[src/sv/bfm_pkg.sv]
// Shared types, constants and helpers of the compile-and-execute machine.
package bfm_pkg;

  localparam int MEM_AW      = 15;
  localparam int MEM_DEPTH   = 2 ** MEM_AW;
  localparam int PROG_AW     = 12;
  localparam int PROG_DEPTH  = 2 ** PROG_AW;
  localparam int STACK_AW    = 8;
  localparam int STACK_DEPTH = 2 ** STACK_AW;
  localparam int OPC_W       = 4;
  localparam int ARG_W       = MEM_AW;
  localparam int INSTR_W     = OPC_W + ARG_W;

  localparam logic [7:0] CH_PLUS  = 8'h2B;
  localparam logic [7:0] CH_MINUS = 8'h2D;
  localparam logic [7:0] CH_GT    = 8'h3E;
  localparam logic [7:0] CH_LT    = 8'h3C;
  localparam logic [7:0] CH_DOT   = 8'h2E;
  localparam logic [7:0] CH_COMMA = 8'h2C;
  localparam logic [7:0] CH_LBR   = 8'h5B;
  localparam logic [7:0] CH_RBR   = 8'h5D;

  typedef enum logic [1:0] {
    CMD_COMPILE, CMD_FINISH, CMD_STEP, CMD_NOP
  } cmd_e;

  typedef enum logic [2:0] {
    ST_OK, ST_UNMATCHED_CLOSE, ST_UNMATCHED_OPEN, ST_PROG_FULL, ST_STACK_FULL,
    ST_WRONG_PHASE
  } status_e;

  typedef enum logic [OPC_W-1:0] {
    OPC_ADD, OPC_SUB, OPC_RIGHT, OPC_LEFT, OPC_OUT, OPC_IN, OPC_OPEN, OPC_CLOSE,
    OPC_HALT
  } opc_e;

  typedef enum logic [3:0] {
    CC_ADD, CC_SUB, CC_RIGHT, CC_LEFT, CC_OUT, CC_IN, CC_OPEN, CC_CLOSE, CC_OTHER
  } char_cls_e;

  typedef enum logic [3:0] {
    DP_NONE, DP_LATCH, DP_CLEAR, DP_RD_LAST, DP_RUN_INC, DP_APPEND, DP_POP,
    DP_PATCH, DP_PREV, DP_STATUS, DP_ERR, DP_RD_EXEC, DP_EXEC, DP_RD_FLAGS,
    DP_FLAGS, DP_PUSH
  } dp_op_e;

  typedef struct packed {
    dp_op_e  op;
    status_e code;
  } dp_cmd_t;

  typedef struct packed {
    cmd_e      cmd;
    char_cls_e cls;
    logic      prev_match;
    logic      ic_full;
    logic      depth_zero;
    logic      depth_full;
    logic      compiled;
    logic      err_set;
    logic      ea_past_end;
    logic      clear_last;
    logic      out_free;
    status_e   err;
  } dp_stat_t;

  function automatic char_cls_e classify(logic [7:0] c);
    char_cls_e r;
    case (c)
      CH_PLUS:  r = CC_ADD;
      CH_MINUS: r = CC_SUB;
      CH_GT:    r = CC_RIGHT;
      CH_LT:    r = CC_LEFT;
      CH_DOT:   r = CC_OUT;
      CH_COMMA: r = CC_IN;
      CH_LBR:   r = CC_OPEN;
      CH_RBR:   r = CC_CLOSE;
      default:  r = CC_OTHER;
    endcase
    return r;
  endfunction

  function automatic logic is_run(char_cls_e c);
    return (c == CC_ADD) || (c == CC_SUB) || (c == CC_RIGHT) || (c == CC_LEFT);
  endfunction

endpackage

[src/sv/bfm_ctrl.sv]
// Controller state machine that sequences compile, finish and step requests.
module bfm_ctrl (
  input  logic              clk_i,
  input  logic              rst_ni,
  input  logic              in_valid_i,
  output logic              in_ready_o,
  input  bfm_pkg::dp_stat_t stat_i,
  output bfm_pkg::dp_cmd_t  cmd_o
);
  import bfm_pkg::*;

  typedef enum logic [3:0] {
    S_CLEAR, S_IDLE, S_DECODE, S_RUN_RD, S_RUN_WR, S_POP, S_PATCH, S_APPEND,
    S_PREV, S_ERR, S_EXEC_RD, S_EXEC, S_FLAG_RD, S_FLAG, S_DONE
  } state_e;

  state_e  state_q, state_d;
  status_e code_q, code_d;

  always_comb begin
    state_d     = state_q;
    code_d      = code_q;
    in_ready_o  = 1'b0;
    cmd_o.op    = DP_NONE;
    cmd_o.code  = code_q;
    unique case (state_q)
      S_CLEAR: begin
        cmd_o.op = DP_CLEAR;
        if (stat_i.clear_last) begin
          state_d = S_IDLE;
        end
      end
      S_IDLE: begin
        in_ready_o = 1'b1;
        if (in_valid_i) begin
          cmd_o.op = DP_LATCH;
          state_d  = S_DECODE;
        end
      end
      S_DECODE: begin
        if (stat_i.err_set) begin
          cmd_o.op   = DP_STATUS;
          cmd_o.code = stat_i.err;
          state_d    = S_DONE;
        end else begin
          unique case (stat_i.cmd)
            CMD_COMPILE: begin
              if (stat_i.compiled) begin
                cmd_o.op   = DP_STATUS;
                cmd_o.code = ST_WRONG_PHASE;
                state_d    = S_FLAG_RD;
              end else begin
                case (stat_i.cls) inside
                  CC_ADD, CC_SUB, CC_RIGHT, CC_LEFT: begin
                    if (stat_i.prev_match) begin
                      state_d = S_RUN_RD;
                    end else if (stat_i.ic_full) begin
                      code_d = ST_PROG_FULL; state_d = S_ERR;
                    end else begin
                      state_d = S_APPEND;
                    end
                  end
                  CC_OUT, CC_IN: begin
                    if (stat_i.ic_full) begin
                      code_d = ST_PROG_FULL; state_d = S_ERR;
                    end else begin
                      state_d = S_APPEND;
                    end
                  end
                  CC_OPEN: begin
                    if (stat_i.ic_full) begin
                      code_d = ST_PROG_FULL; state_d = S_ERR;
                    end else if (stat_i.depth_full) begin
                      code_d = ST_STACK_FULL; state_d = S_ERR;
                    end else begin
                      state_d = S_APPEND;
                    end
                  end
                  CC_CLOSE: begin
                    if (stat_i.depth_zero) begin
                      code_d = ST_UNMATCHED_CLOSE; state_d = S_ERR;
                    end else if (stat_i.ic_full) begin
                      code_d = ST_PROG_FULL; state_d = S_ERR;
                    end else begin
                      state_d = S_POP;
                    end
                  end
                  default: state_d = S_PREV;
                endcase
              end
            end
            CMD_FINISH: begin
              if (stat_i.compiled) begin
                cmd_o.op   = DP_STATUS;
                cmd_o.code = ST_WRONG_PHASE;
                state_d    = S_FLAG_RD;
              end else if (stat_i.ic_full) begin
                code_d  = ST_PROG_FULL;
                state_d = S_ERR;
              end else begin
                state_d = S_APPEND;
              end
            end
            CMD_STEP: begin
              if (!stat_i.compiled) begin
                cmd_o.op   = DP_STATUS;
                cmd_o.code = ST_WRONG_PHASE;
                state_d    = S_DONE;
              end else if (stat_i.ea_past_end) begin
                state_d = S_FLAG_RD;
              end else begin
                state_d = S_EXEC_RD;
              end
            end
            default: state_d = stat_i.compiled ? S_FLAG_RD : S_DONE;
          endcase
        end
      end
      S_RUN_RD: begin
        cmd_o.op = DP_RD_LAST;
        state_d  = S_RUN_WR;
      end
      S_RUN_WR: begin
        cmd_o.op = DP_RUN_INC;
        state_d  = S_PREV;
      end
      S_POP: begin
        cmd_o.op = DP_POP;
        state_d  = S_PATCH;
      end
      S_PATCH: begin
        cmd_o.op = DP_PATCH;
        state_d  = S_APPEND;
      end
      S_APPEND: begin
        cmd_o.op = DP_APPEND;
        if (stat_i.cmd == CMD_FINISH) begin
          if (stat_i.depth_zero) begin
            state_d = S_FLAG_RD;
          end else begin
            code_d  = ST_UNMATCHED_OPEN;
            state_d = S_ERR;
          end
        end else begin
          state_d = S_PREV;
        end
      end
      S_PREV: begin
        cmd_o.op = DP_PREV;
        state_d  = S_DONE;
      end
      S_ERR: begin
        cmd_o.op = DP_ERR;
        state_d  = S_DONE;
      end
      S_EXEC_RD: begin
        cmd_o.op = DP_RD_EXEC;
        state_d  = S_EXEC;
      end
      S_EXEC: begin
        cmd_o.op = DP_EXEC;
        state_d  = S_FLAG_RD;
      end
      S_FLAG_RD: begin
        cmd_o.op = DP_RD_FLAGS;
        state_d  = S_FLAG;
      end
      S_FLAG: begin
        cmd_o.op = DP_FLAGS;
        state_d  = S_DONE;
      end
      S_DONE: begin
        if (stat_i.out_free) begin
          cmd_o.op = DP_PUSH;
          state_d  = S_IDLE;
        end
      end
      default: state_d = S_IDLE;
    endcase
  end

  always_ff @(posedge clk_i or negedge rst_ni) begin
    if (!rst_ni) begin
      state_q <= S_CLEAR;
      code_q  <= ST_OK;
    end else begin
      state_q <= state_d;
      code_q  <= code_d;
    end
  end

endmodule

[config.mk]
export PLATFORM = sky130hd
export DESIGN_NAME = bfm_ctrl
export DESIGN_NICKNAME = d
export VERILOG_FILES = /design/src/sv/bfm_pkg.sv /design/src/sv/bfm_ctrl.sv
export SDC_FILE = /design/constraint.sdc
export NUM_CORES = 1
export LEC_CHECK = 0
export BUFFER_PORTS_ARGS = -buffer_cell sky130_fd_sc_hd__buf_2
export CAP_MARGIN = 20
export CORE_UTILIZATION = 57
export CTS_BUF_LIST = sky130_fd_sc_hd__clkbuf_8
export DETAILED_ROUTE_END_ITERATION = 12
export PLACE_DENSITY = 0.85
export SETUP_SLACK_MARGIN = 0.15
export SYNTH_ARGS = -nofsm -noshare
export SYNTH_HDL_FRONTEND = slang
export SYNTH_SLANG_ARGS = --single-unit
[constraint.sdc]
create_clock -name clk_i -period 3 [get_ports clk_i]
set_clock_uncertainty 0.15 [all_clocks]
set_input_delay 0.6 -clock clk_i [delete_from_list [all_inputs] [get_ports clk_i]]
set_output_delay 0.6 -clock clk_i [all_outputs]
set_load 0.1 [all_outputs]
**Word-level counts from Yosys, hierarchy flattened**

Cells that the tools add are included.

- Word-level logic and storage cells: 95
- Register bits after elaboration: 7
- Bits of input ports: 21
- Output and inout port bits: 8

- Eq/ne operators: 35
- Multiplexer cells: 48
- Reduce and logical (&&, ||, !) cells: 10

Operators with widths:

| operator | number |
|---|---|
| 2-to-1 mux 4 bit | 19 |
| case mux 4 bit (15 select lines) | 1 |
| case mux 4 bit (13 select lines) | 1 |
| 2-to-1 mux 3 bit | 17 |
| equality test 4 x 3 -> 1 bit, second input constant | 8 |
| equality test 4 bit, second input constant | 7 |
| 2-to-1 mux 7 bit | 3 |
| equality test 4 x 2 -> 1 bit, second input constant | 4 |
| case mux 7 bit (2 select lines) | 1 |
| != test 2 bit, second input constant | 6 |
| case mux 3 bit (2 select lines) | 2 |
| case mux 4 bit (3 select lines) | 1 |
| AND reduction 10 bit | 1 |
| equality test 4 x 1 -> 1 bit, second input constant | 2 |
| zero test 4 bit | 2 |
| != test 7 x 5 -> 1 bit, second input constant | 1 |
| != test 3 bit, second input constant | 2 |
| != test 6 x 4 -> 1 bit, second input constant | 1 |
| != test 4 bit, second input constant | 1 |
| OR reduction 2 bit | 2 |
| OR reduction 4 bit | 1 |
| != test 3 x 2 -> 1 bit, second input constant | 1 |
| AND reduction 3 bit | 1 |
| OR reduction 3 bit | 1 |
| other kinds (6) | 7 |

**Longest topological paths before layout**

- Depth in word-level cells: 10
- Mapped depth: 7
- Mapped depth without buffers: 5

**Least setup slack after synthesis**

OpenSTA, ideal clock, no wires.

- Kind: flip-flop to output port
- From: register state_q[2]
- To: output in_ready_o
- Data arrival time: 2.966 ns
- Path buffers: 2
- Slack: -0.716 ns
- Required time: 2.250 ns
- Stages on the path, launching flop included: 5
- Cell sequence: dfrtp_1 -> buf_6 -> or2_2 -> clkbuf_1 -> nor3_1

- Word-level cells in the longest chain between the ends: 2

Ends and longest elaborated chain:

| item | line | text |
|---|---|---|
| start, declared | bfm_ctrl.sv:17 | `state_e state_q, state_d;` |
| start signal, assigned | bfm_ctrl.sv:187 | `state_q <= state_d;` |
| equality test 4 x 1 -> 1 bit | bfm_ctrl.sv:26 | `unique case (state_q)` |
| 2-to-1 mux 1 bit | bfm_ctrl.sv:26 |  |
| end, declared | bfm_ctrl.sv:6 | `output logic in_ready_o,` |

No other way between the ends.

==> impl_metrics.toml <==
[run_status]
status = "finished clean"

[layout]
stdcell_count = 176
nets = 182
syn_to_final_growth_pct = 20.2
fill_cells = 127
drive_gt1_frac = 0.269
final_common_cell = "buf_2"
post-route-util = 0.737
final_cell_mix = "28 x buf_2, 21 x nand2_1, 17 x a21oi_1"
antenna_cells = 0

[clocking]
numCtsBuffers = 3
cts_max_level = 1
cts_buffer_depth = 2
postCtsSetupBuffers = 0
hold_buffers = 0
cts.sinks = 7
clock_latency_ns = 0.23
path_clk_slew_ns = 0.04
cts_tree = "done"
root_buffer = "clkbuf_8"
cts_resized = 0

[die]
core-area_um2 = 1520
initial_core_util = 0.613
die_x_um = 42.5
fp.dieH_um = 42.5
ios = 29
die_area_um2 = 1810
row_count = 14

[yosys]
synth_edf_count = 0
synth_seq_cells = 7
ys.flop_type = "dfrtp_1"
synth_cell_types = 43
syn_nets = 158
syn_area_um2 = 935
synth_cells = 137
ys_seq_area_frac = 0.187
yosysWarnings = 0
synthArstFlopShare = 1.00
syn_area_per_cell_um2 = 6.82

[worst_hold_path]
hold_class = "in -> async"

[timing]
min_period_over_period = 0.905
worst_slack_ns = 0.284
final_max_slew_viol_count = 0
relSlewSlack = 0.540
setup_tns_ns = 0
setup_violations = 0
finalHoldViolCount = 0
period_needed_ns = 2.72
fmax_ghz = 0.368
grt_setup_unrepaired = "false"
tightest_slew_ns = 0.672

[drt]
met1_length_um = 1040
routed.top_layer = "met4"
wl_met3_um = 171
drc = 0
dr.pass1.iters = 4
antenna_left = 0
first_iter_violations = 78
wl_met2_um = 1400
via_count = 1117
routed_wl_um = 2660
post_drt_wl_per_cell_um = 15.1
vias_per_cell = 6.35

[global_routing]
grtUsageTotal = 0.324
grt_pass1_wl_um = 4400
antenna_found_initial = 0
overflow = 0
grt_max_degree = 18
grt_pass1_vias = 1035

[flow_run]
drv_cap = 0

[power]
peakVddDrop_mv = 0.873
powerDensity_nw_per_um2 = 1270
total_power_uw = 1430
p_leak_uw = 0.000485

[setup_path]
critPathBufInv = 1
cp_data_arrival_time_ns = 1.97
crit_path_max_incr_delay_ns = 0.54
cp_max_fo = 16
crit_slowest_cell = "dfrtp_1"
cp_top_family = "flip-flops"
crit_chain = "nor4b_4 > o31a_1 > o22a_1 > buf_2"
start_kind = "flop"
crit_required_ns = 2.25
end_kind = "primary output"
critPathKind = "reg -> out"

[place]
gp_congestion = 0.925
dp_slack_ns = 0.344
dp_hpwl_um = 2010
place_inst = 172
io_buffers = 28
## logic make-up after synthesis
group           share of synthesized area
compound gates                      0.367
xor+xnor                           0.0187
buf+inv                            0.0897
flops                               0.187
mux                                0.0228
simple gates                        0.315
## worst register-to-register path, cell delays in order, from the launching register on
cell,delay [ns]
dfrtp_1,0.48
buf_4,0.24
inv_1,0.08
nor3_1,0.47
nor3_1,0.14
o21a_1,0.21
nor3_2,0.15
## where the power goes
group	switching (uW)	total (uW)	internal [uW]	leakage [uW]
clock network	47.2	136	89.0	0.0000269
registers	62.6	197	134	0.0000802
logic	830	1100	268	0.000377
## worst paths after layout
kind,from,slack [ns],cells past startpoint,end
max in group asynchronous,rst_ni,2.49,1,state_q[1]
min reg2reg,code_q[2],0.38,2,code_q[2]
max reg2reg,state_q[2],1.01,6,code_q[1]
max,state_q[3],0.28,4,cmd_o[0]
min,rst_ni,0.05,1,code_q[0]
min in group clk_i,code_q[2],0.38,2,code_q[2]
## cell type report
type	instances	area [um^2]	share of cell area
Sequential cell	7	175	0.156
Inverter	5	18.8	0.0167
Timing Repair Buffer	32	170	0.151
Tap cell	16	20.0	0.0178
Clock buffer	3	41.3	0.0367
Multi-Input combinational cell	112	694	0.618
Clock inverter	1	3.75	0.00334
## registers in the layout, indices dropped and copies added (netlist names)
name,count
state_q,4
code_q,3
## layer usage
layer,track usage,up-vias
met5,0,-
met1,0.352,503
li1,-,551
met2,0.600,57
met4,0.131,0
met3,0.0690,6
## synth_stat cells (3+ instances only)
library cell,instances,share of area
nand2_1,21,0.084
a21oi_1,17,0.091
o21ai_0,11,0.059
clkbuf_1,9,0.036
nor2_1,9,0.036
dfrtp_1,7,0.19
inv_1,5,0.020
nor2b_1,5,0.033
nor3_1,5,0.027
a211oi_1,3,0.024
## through the flow
stage / hold WS, ns / instance area [um^2]
after floorplan: 0.154 / 953
after global placement: 0.282 / 1080
after detailed placement: 0.293 / 1080
after CTS: 0.0443 / 1120
after global routing: 0.0451 / 1120
final: 0.0477 / 1120
Note: power is estimated with default switching activity, not from simulation.
